<file path="src/rtl/sha256_byte_stream_hasher_defines.svh">
// Assertion helpers for the top-level hasher, the one file that checks its own logic.
// Each macro takes a label, a condition and the expected consequence.
`ifndef SHA256_BYTE_STREAM_HASHER_DEFINES_SVH
`define SHA256_BYTE_STREAM_HASHER_DEFINES_SVH

// The consequence must hold in the same cycle as the condition.
`define SHABSH_ASSERT_SAME(label, cond, cons) \
    label: assert property (@(posedge i_clk) disable iff (!i_rst_n) \
        (cond) |-> (cons)) else $error("same-cycle check failed");

// The consequence must hold in the cycle after the condition.
`define SHABSH_ASSERT_NEXT(label, cond, cons) \
    label: assert property (@(posedge i_clk) disable iff (!i_rst_n) \
        (cond) |=> (cons)) else $error("next-cycle check failed");

`endif

</file>
<file path="src/rtl/shabsh_pkg.sv">
package shabsh_pkg;

    typedef logic [0:7][31:0] t_hash;

    typedef enum logic [2:0] {
        ST_IDLE,
        ST_PAD80,
        ST_PADZ,
        ST_PADLEN,
        ST_ROUND,
        ST_UPDATE,
        ST_EMIT
    } t_state;

    // Control from the sequencer to the compression datapath.
    typedef struct packed {
        logic       ins_valid;
        logic [7:0] ins_byte;
        logic       load;
        logic       round_en;
        logic [5:0] round_idx;
        logic       update;
        logic       reinit;
    } t_core_ctrl;

    localparam logic [7:0] PAD_BYTE   = 8'h80;
    localparam logic [5:0] LEN_POS    = 6'd56;
    localparam logic [5:0] CNT_LAST   = 6'd63;
    localparam logic [5:0] ROUND_LAST = 6'd63;
    localparam logic [2:0] WORD_LAST  = 3'd7;

    localparam t_hash INIT_H = {
        32'h6a09e667, 32'hbb67ae85, 32'h3c6ef372, 32'ha54ff53a,
        32'h510e527f, 32'h9b05688c, 32'h1f83d9ab, 32'h5be0cd19
    };

    localparam logic [0:63][31:0] ROUND_K = {
        32'h428a2f98, 32'h71374491, 32'hb5c0fbcf, 32'he9b5dba5,
        32'h3956c25b, 32'h59f111f1, 32'h923f82a4, 32'hab1c5ed5,
        32'hd807aa98, 32'h12835b01, 32'h243185be, 32'h550c7dc3,
        32'h72be5d74, 32'h80deb1fe, 32'h9bdc06a7, 32'hc19bf174,
        32'he49b69c1, 32'hefbe4786, 32'h0fc19dc6, 32'h240ca1cc,
        32'h2de92c6f, 32'h4a7484aa, 32'h5cb0a9dc, 32'h76f988da,
        32'h983e5152, 32'ha831c66d, 32'hb00327c8, 32'hbf597fc7,
        32'hc6e00bf3, 32'hd5a79147, 32'h06ca6351, 32'h14292967,
        32'h27b70a85, 32'h2e1b2138, 32'h4d2c6dfc, 32'h53380d13,
        32'h650a7354, 32'h766a0abb, 32'h81c2c92e, 32'h92722c85,
        32'ha2bfe8a1, 32'ha81a664b, 32'hc24b8b70, 32'hc76c51a3,
        32'hd192e819, 32'hd6990624, 32'hf40e3585, 32'h106aa070,
        32'h19a4c116, 32'h1e376c08, 32'h2748774c, 32'h34b0bcb5,
        32'h391c0cb3, 32'h4ed8aa4a, 32'h5b9cca4f, 32'h682e6ff3,
        32'h748f82ee, 32'h78a5636f, 32'h84c87814, 32'h8cc70208,
        32'h90befffa, 32'ha4506ceb, 32'hbef9a3f7, 32'hc67178f2
    };

    function automatic logic [31:0] big_sigma0(input logic [31:0] x);
        return {x[1:0], x[31:2]} ^ {x[12:0], x[31:13]} ^ {x[21:0], x[31:22]};
    endfunction

    function automatic logic [31:0] big_sigma1(input logic [31:0] x);
        return {x[5:0], x[31:6]} ^ {x[10:0], x[31:11]} ^ {x[24:0], x[31:25]};
    endfunction

    function automatic logic [31:0] small_sigma0(input logic [31:0] x);
        return {x[6:0], x[31:7]} ^ {x[17:0], x[31:18]} ^ {3'b000, x[31:3]};
    endfunction

    function automatic logic [31:0] small_sigma1(input logic [31:0] x);
        return {x[16:0], x[31:17]} ^ {x[18:0], x[31:19]} ^ {10'b0, x[31:10]};
    endfunction

endpackage

</file>
<file path="src/rtl/shabsh_core.sv">
module shabsh_core (
    input  logic                   i_clk,
    input  logic                   i_rst_n,
    input  shabsh_pkg::t_core_ctrl i_ctrl,
    output shabsh_pkg::t_hash      o_hash
);

    logic [31:0]       r_w [0:15];
    shabsh_pkg::t_hash r_v;
    shabsh_pkg::t_hash r_h;

    logic [31:0]       w_next;
    logic [31:0]       t1;
    logic [31:0]       t2;
    logic [31:0]       ch;
    logic [31:0]       maj;
    shabsh_pkg::t_hash n_v;

    always_comb begin
        w_next = shabsh_pkg::small_sigma1(r_w[14]) + r_w[9]
               + shabsh_pkg::small_sigma0(r_w[1]) + r_w[0];
        ch  = (r_v[4] & r_v[5]) ^ (~r_v[4] & r_v[6]);
        maj = (r_v[0] & r_v[1]) ^ (r_v[0] & r_v[2]) ^ (r_v[1] & r_v[2]);
        t1  = r_v[7] + shabsh_pkg::big_sigma1(r_v[4]) + ch
            + shabsh_pkg::ROUND_K[i_ctrl.round_idx] + r_w[0];
        t2  = shabsh_pkg::big_sigma0(r_v[0]) + maj;
        n_v = {t1 + t2, r_v[0], r_v[1], r_v[2], r_v[3] + t1, r_v[4], r_v[5], r_v[6]};
    end

    // The schedule window doubles as the block buffer: bytes shift in at the
    // bottom, and during the rounds whole words shift out at the top.
    always_ff @(posedge i_clk) begin
        if (i_ctrl.ins_valid) begin
            for (int i = 0; i < 15; i++) begin
                r_w[i] <= {r_w[i][23:0], r_w[i + 1][31:24]};
            end
            r_w[15] <= {r_w[15][23:0], i_ctrl.ins_byte};
        end else if (i_ctrl.round_en) begin
            for (int i = 0; i < 15; i++) begin
                r_w[i] <= r_w[i + 1];
            end
            r_w[15] <= w_next;
        end
    end

    always_ff @(posedge i_clk) begin
        if (i_ctrl.load) begin
            r_v <= r_h;
        end else if (i_ctrl.round_en) begin
            r_v <= n_v;
        end
    end

    always_ff @(posedge i_clk) begin
        if (!i_rst_n || i_ctrl.reinit) begin
            r_h <= shabsh_pkg::INIT_H;
        end else if (i_ctrl.update) begin
            for (int i = 0; i < 8; i++) begin
                r_h[i] <= r_h[i] + r_v[i];
            end
        end
    end

    assign o_hash = r_h;

endmodule

</file>
<file path="src/rtl/sha256_byte_stream_hasher.sv">
// Channel   Direction  Handshake                      Payload
// s_axis    in         i_s_axis_tvalid/o_s_axis_tready tdata: byte; tuser: finish
// m_axis    out        o_m_axis_tvalid/i_m_axis_tready tdata: word, index; tlast
//
// A data byte is taken only while idle; every 64th byte adds 64 rounds and one
// chaining update in the single round unit. A finish is taken on its own, then one
// padding byte, zero bytes up to the length position, one spare step before the length
// bytes, one or two compressions, then eight digest words, one per output request.
// Reset is synchronous and active low; it loads the initial hash values.
// A stalled output holds the current word; no input is taken until all eight leave.
`include "sha256_byte_stream_hasher_defines.svh"

module sha256_byte_stream_hasher (
    input  logic        i_clk,
    input  logic        i_rst_n,
    input  logic        i_s_axis_tvalid,
    output logic        o_s_axis_tready,
    input  logic [7:0]  i_s_axis_tdata,   // [7:0] data_byte
    input  logic [0:0]  i_s_axis_tuser,   // [0] command (1 = finish)
    output logic        o_m_axis_tvalid,
    input  logic        i_m_axis_tready,
    output logic [39:0] o_m_axis_tdata,   // [31:0] digest_word, [34:32] word_index, rest 0
    output logic        o_m_axis_tlast    // last_word
);

    shabsh_pkg::t_state     r_state;
    shabsh_pkg::t_state     n_state;
    shabsh_pkg::t_core_ctrl ctrl;
    shabsh_pkg::t_hash      hash;

    logic [5:0]  r_cnt;
    logic [63:0] r_bit_cnt;
    logic [63:0] r_len;
    logic [5:0]  r_round;
    logic [2:0]  r_widx;
    logic        r_fin;
    logic        r_len_blk;

    logic in_acc;
    logic out_acc;
    logic cnt_full;

    assign o_s_axis_tready = (r_state == shabsh_pkg::ST_IDLE);
    assign o_m_axis_tvalid = (r_state == shabsh_pkg::ST_EMIT);

    assign in_acc   = i_s_axis_tvalid && o_s_axis_tready;
    assign out_acc  = o_m_axis_tvalid && i_m_axis_tready;
    assign cnt_full = (r_cnt == shabsh_pkg::CNT_LAST);

    always_comb begin
        n_state = r_state;
        unique case (r_state)
            shabsh_pkg::ST_IDLE: begin
                if (in_acc) begin
                    if (i_s_axis_tuser[0]) begin
                        n_state = shabsh_pkg::ST_PAD80;
                    end else if (cnt_full) begin
                        n_state = shabsh_pkg::ST_ROUND;
                    end
                end
            end
            shabsh_pkg::ST_PAD80: begin
                n_state = cnt_full ? shabsh_pkg::ST_ROUND : shabsh_pkg::ST_PADZ;
            end
            shabsh_pkg::ST_PADZ: begin
                if (r_cnt == shabsh_pkg::LEN_POS) begin
                    n_state = shabsh_pkg::ST_PADLEN;
                end else if (cnt_full) begin
                    n_state = shabsh_pkg::ST_ROUND;
                end
            end
            shabsh_pkg::ST_PADLEN: begin
                if (cnt_full) begin
                    n_state = shabsh_pkg::ST_ROUND;
                end
            end
            shabsh_pkg::ST_ROUND: begin
                if (r_round == shabsh_pkg::ROUND_LAST) begin
                    n_state = shabsh_pkg::ST_UPDATE;
                end
            end
            shabsh_pkg::ST_UPDATE: begin
                if (r_len_blk) begin
                    n_state = shabsh_pkg::ST_EMIT;
                end else if (r_fin) begin
                    n_state = shabsh_pkg::ST_PADZ;
                end else begin
                    n_state = shabsh_pkg::ST_IDLE;
                end
            end
            shabsh_pkg::ST_EMIT: begin
                if (out_acc && r_widx == shabsh_pkg::WORD_LAST) begin
                    n_state = shabsh_pkg::ST_IDLE;
                end
            end
            default: n_state = shabsh_pkg::ST_IDLE;
        endcase
    end

    always_comb begin
        ctrl            = '0;
        ctrl.round_idx  = r_round;
        unique case (r_state)
            shabsh_pkg::ST_IDLE: begin
                if (in_acc && !i_s_axis_tuser[0]) begin
                    ctrl.ins_valid = 1'b1;
                    ctrl.ins_byte  = i_s_axis_tdata;
                    ctrl.load      = cnt_full;
                end
            end
            shabsh_pkg::ST_PAD80: begin
                ctrl.ins_valid = 1'b1;
                ctrl.ins_byte  = shabsh_pkg::PAD_BYTE;
                ctrl.load      = cnt_full;
            end
            shabsh_pkg::ST_PADZ: begin
                if (r_cnt != shabsh_pkg::LEN_POS) begin
                    ctrl.ins_valid = 1'b1;
                    ctrl.load      = cnt_full;
                end
            end
            shabsh_pkg::ST_PADLEN: begin
                ctrl.ins_valid = 1'b1;
                ctrl.ins_byte  = r_len[63:56];
                ctrl.load      = cnt_full;
            end
            shabsh_pkg::ST_ROUND: begin
                ctrl.round_en = 1'b1;
            end
            shabsh_pkg::ST_UPDATE: begin
                ctrl.update = 1'b1;
            end
            shabsh_pkg::ST_EMIT: begin
                ctrl.reinit     = out_acc && (r_widx == shabsh_pkg::WORD_LAST);
            end
            default: begin
                ctrl = '0;
            end
        endcase
    end

    always_ff @(posedge i_clk) begin
        if (!i_rst_n) begin
            r_state   <= shabsh_pkg::ST_IDLE;
            r_cnt     <= '0;
            r_bit_cnt <= '0;
            r_round   <= '0;
            r_widx    <= '0;
            r_fin     <= 1'b0;
            r_len_blk <= 1'b0;
        end else begin
            r_state <= n_state;
            if (ctrl.reinit) begin
                r_cnt <= '0;
            end else if (ctrl.ins_valid) begin
                r_cnt <= r_cnt + 6'd1;
            end
            if (ctrl.reinit) begin
                r_bit_cnt <= '0;
            end else if (ctrl.ins_valid && r_state == shabsh_pkg::ST_IDLE) begin
                r_bit_cnt <= r_bit_cnt + 64'd8;
            end
            r_round <= ctrl.round_en ? r_round + 6'd1 : '0;
            if (out_acc) begin
                r_widx <= r_widx + 3'd1;
            end
            if (ctrl.reinit) begin
                r_fin <= 1'b0;
            end else if (in_acc && i_s_axis_tuser[0]) begin
                r_fin <= 1'b1;
            end
            if (ctrl.reinit) begin
                r_len_blk <= 1'b0;
            end else if (n_state == shabsh_pkg::ST_PADLEN) begin
                r_len_blk <= 1'b1;
            end
        end
    end

    // Message length in bits, sent most significant byte first.
    always_ff @(posedge i_clk) begin
        if (in_acc && i_s_axis_tuser[0]) begin
            r_len <= r_bit_cnt;
        end else if (r_state == shabsh_pkg::ST_PADLEN) begin
            r_len <= {r_len[55:0], 8'h00};
        end
    end

    shabsh_core u_core (
        .i_clk   (i_clk),
        .i_rst_n (i_rst_n),
        .i_ctrl  (ctrl),
        .o_hash  (hash)
    );

    assign o_m_axis_tdata = {5'b00000, r_widx, hash[r_widx]};
    assign o_m_axis_tlast = (r_widx == shabsh_pkg::WORD_LAST);

    `SHABSH_ASSERT_SAME(a_no_overlap, o_m_axis_tvalid, !o_s_axis_tready)
    `SHABSH_ASSERT_NEXT(a_finish_starts_pad, in_acc && i_s_axis_tuser[0],
        r_state == shabsh_pkg::ST_PAD80)
    `SHABSH_ASSERT_NEXT(a_last_word_clears, out_acc && o_m_axis_tlast,
        r_state == shabsh_pkg::ST_IDLE && r_cnt == 6'd0 && r_bit_cnt == 64'd0)
    `SHABSH_ASSERT_NEXT(a_rounds_end,
        r_state == shabsh_pkg::ST_ROUND && r_round == shabsh_pkg::ROUND_LAST,
        r_state == shabsh_pkg::ST_UPDATE)

endmodule
</file>
<file path="config.mk">
export PLATFORM = sky130hd
export DESIGN_NAME = sha256_byte_stream_hasher
export DESIGN_NICKNAME = d
export VERILOG_FILES = /design/src/rtl/shabsh_pkg.sv /design/src/rtl/shabsh_core.sv /design/src/rtl/sha256_byte_stream_hasher.sv
export VERILOG_INCLUDE_DIRS = /design/src /design/src/rtl
export SDC_FILE = /design/constraint.sdc
export NUM_CORES = 2
export LEC_CHECK = 0
export BUFFER_PORTS_ARGS = -buffer_cell sky130_fd_sc_hd__buf_2
export CORE_MARGIN = 2
export CORE_UTILIZATION = 25
export DETAILED_ROUTE_END_ITERATION = 8
export GPL_TIMING_DRIVEN = 0
export PLACE_DENSITY = 0.38
export RECOVER_POWER = 25
export SYNTH_ARGS = -nofsm -noshare
export SYNTH_HDL_FRONTEND = slang
export SYNTH_SLANG_ARGS = --single-unit
</file>
<file path="constraint.sdc">
create_clock -name i_clk -period 16.7 [get_ports i_clk]
set_input_delay 3.34 -clock i_clk [delete_from_list [all_inputs] [get_ports i_clk]]
set_output_delay 3.34 -clock i_clk [all_outputs]
set_load 0.01 [all_outputs]
</file>
==> results.md <==
* Critical Path Start Type: register
* Final Setup Violations at 0
* Psw at around 4200 uW
* Max-Cap Viols at 11
* Post-synth cell types at 95
* Gate Count Post-Synth at about 8,500
* DP Area at roughly 82,000 um2
* Sw Share at 0.371
* Hold Path End: u_core.r_w[0][39]
* Drt via density at about 5
* Reg clk slew, reported paths at around 0.06 ns
* Power per Cell Area at ~130 nW/um2
* Non-filler instance count after layout at roughly 13,000
* Slew of the pin with the lowest slew margin at 2.07 ns
* Cell with the largest stage delay on the worst path: clkbuf_1
* Reg area at ~32,000 um2
* # IOs at 56
* Slew Limit Headroom at -0.383
* CORE AREA at approximately 300,000 um2
* Root Driver: clkbuf_16
* Sequential power share at 0.327
* Primary FF master, synth: edfxtp_1
* Synthesized area per cell at around 9 um2
* Register area share after synthesis at 0.415
* Post-Syn Area at between 70,000 and 80,000 um2
* DR vias at around 65,000
* Hold Crit Class: reg2reg
* Reg2reg setup slack at 2.77 ns
* DRC Markers at 0
* CTS buffer count at 160
* Post-place setup slack at 2.71 ns
* Die area at slightly above 300,000 um2
* Final Skew at 0.110 ns
* Failing checks: max-capacitance violations, max-slew violations
* Post-CTS Hold Fix Bufs at 0
* Layout area overhead at 14.3%
* Clk Latency, worst-skew pair at between 0.8 and 0.9 ns
* Area of the multi-input gates at about 42,000 um2
* Max Root-Sink Buffers at 4
* Worst Path Arrival at 14.43 ns
* DR iter-0 viols at 6,055
* Most common cell in the netlist: nand2_1
* Wire per inst at approximately 27 um
* Pleak at 0.0347 uW
* Run status: finished, violations left
* CTS Sinks at roughly 1,200
* Post-CTS setup buffer count at 0
* Critical R2R Launch: r_state[1]
* Setup crit end kind: register
* Max incr delay on CP at around 0.8 ns
* Internal at slightly above 7000 uW
* Fin area at between 80,000 and 90,000 um2
* Layout cells sized above 1 at 0.0605
* Die height at around 560 um
* Synth area leader: edfxtp_1
* Fin crit period at roughly 14 ns
* PnR worst setup slack at between 2 and 3 ns
* Most used cell, CP: fa_1
* Inst Count DP at 12,500
* First-pass GRT wire length at 480 mm
* Initial Utilization at 0.252
* Hold Path Depth at 2
* Vias in the first global route at roughly 63,000
* Final Hold Viols at 0
* Max IR drop VDD at roughly 0.00012 V
* Global Route Usage Sum at 0.217
* Post-synth top area share at 0.326
* Hpwl dp at roughly 270 mm
* IO buf count at 50
* Fmax at slightly above 70 MHz
* RR Endpoint: u_core.n_v[223]
* Drt total wl at roughly 340 mm
* Site Rows at between 200 and 250
* R2R depth at 39
* Worst-path fanout max at 11
* Commonest cells in the netlist: nand2_1, edfxtp_1, a21oi_1, clkbuf_1, xnor2_1
* CTS tree: built
* # resized after CTS at 0
* Crit path required time at about 17 ns
* Syn. warnings at 0
* Number of fill cells at around 32,000
* Final period util at 0.834
* Synth Register Bits at around 1,200
* Hold_ws at 0.463 ns
* GPL Wtd Cong at 0.922
* Synth top area cells: edfxtp_1, nand2_1, dfxtp_1
* Nets at about 9,300
* Antenna violations before repair at 26
* CP Class: reg2reg
* Clock share of power at 0.307
* Worst hold start: u_core.r_w[0][71]
* Die X at roughly 560 um
* Core Util, Final at 0.287
* Post-synth EDFFs at 829
* Antenna viol nets, final at 0
* RSZ-0062 raised after global routing: no
* Ys async rst share at 0
* H-Tree Depth at 4
* First-pass DRT Iterations at 8
* Largest net degree at the start of global routing at 63
* Gate power share at 0.366
* Final Max Slew Viols at 110
* GRT Residual Overflow at 0
## registers in the layout, indices dropped and copies added, names as in the netlist, 3 cells and up
| name | cells |
|---|---|
| r_cnt | 6 |
| r_widx | 3 |
| u_core.r_v | 64 |
| r_round | 6 |
| u_core.o_hash | 256 |
| r_state | 3 |
| r_bit_cnt | 61 |
| u_core.n_v | 192 |
| r_len | 61 |
| u_core.r_w | 512 |
## kinds of logic (layout without fill, tap and decap cells)
| logic type | Yosys count | in the layout | share of synthesized area |
|---|---|---|---|
| and+or+nand+nor | 3556 | 3556 | 0.192 |
| AOI/OAI and AO/OA | 1579 | 1579 | 0.129 |
| DFF | 1166 | 1166 | 0.415 |
| buffers and inverters | 777 | 1130 | 0.0385 |
| adders and majority gates | 611 | 611 | 0.119 |
| xor gates and xnor gates | 602 | 602 | 0.0693 |
| muxes | 189 | 189 | 0.0371 |
| other | 1 | 14 | 0.0000492 |
## layout by cell type (no fill, tap or decap), types with 19 or more instances in the layout
cell,instances
mux2_2,99
buf_1,34
o211ai_1,114
a31oi_1,55
dfxtp_1,337
clkbuf_8,29
a21o_1,155
nor2_1,387
fa_1,195
nand2b_1,62
buf_2,51
clkinv_2,19
nand2_1,2571
o31ai_1,25
a211oi_1,70
clkbuf_16,161
maj3_1,22
nor2b_1,52
nor3_1,105
o21ai_0,346
inv_1,287
clkbuf_1,454
o21bai_1,55
a21oi_1,520
xor2_1,200
edfxtp_1,829
and2_1,19
and3_1,52
nand3_1,130
nand4_1,27
o21a_1,57
or3_1,46
xnor2_1,401
ha_1,394
clkbuf_2,27
mux4_2,64
clkinv_1,24
## layer usage
layer / GRT usage / share of wire
met1: 0.306 / 0.47
met2: 0.345 / 0.45
met3: 0.0281 / 0.055
met4: 0.0607 / 0.029
met5: 0 / 0.000026
## power by group through the flow
stage / combinational (uW) / sequential (uW) / clock, uW
3_5_place_dp: 4110 / 3730 / 0
2_1_floorplan: 2760 / 3710 / 0
3_3_place_gp: 4070 / 3850 / 0
5_1_grt: 4490 / 3690 / 3640
6_report: 4100 / 3670 / 3450
4_1_cts: 4140 / 3670 / 3530
## how the worst max path moves through the flow
stage,startpoint,end,depth (start not counted)
CTS,r_state[1],u_core.n_v[223],39
detailed placement,r_state[1],u_core.n_v[223],39
global route,r_state[1],u_core.n_v[223],39
floorplan,i_s_axis_tuser,u_core.r_w[0][0],6
global placement,i_s_axis_tuser,u_core.r_w[0][107],7
finish,r_state[1],u_core.n_v[223],39
## worst max-delay path: cells and delay by family (launching register included)
family          cells  cell delay, ns
fa+ha+maj           8            3.01
simple gates        6            2.62
xor+xnor            3            0.66
buf+inv             6            2.32
compound gates     16            4.64
flops               1            0.34
## final cells by class
cell class	instances	share of cell area
multi-input combinational	6542	0.479
tap	3978	0.0571
buffer	488	0.0217
inverter	289	0.0124
clock buffer	221	0.0521
sequential	1166	0.363
timing repair buffer	71	0.00815
antenna	9	0.000258
clock inverter	61	0.00649
## through the flow
stage                     TNS (ns)  total power, uW
after floorplan                  0             6460
after global placement    -3572.42             7920
after detailed placement         0             7840
after CTS                        0            11300
after global routing             0            11800
final                            0            11200
No activity file was read; power rests on OpenSTA's default activity.
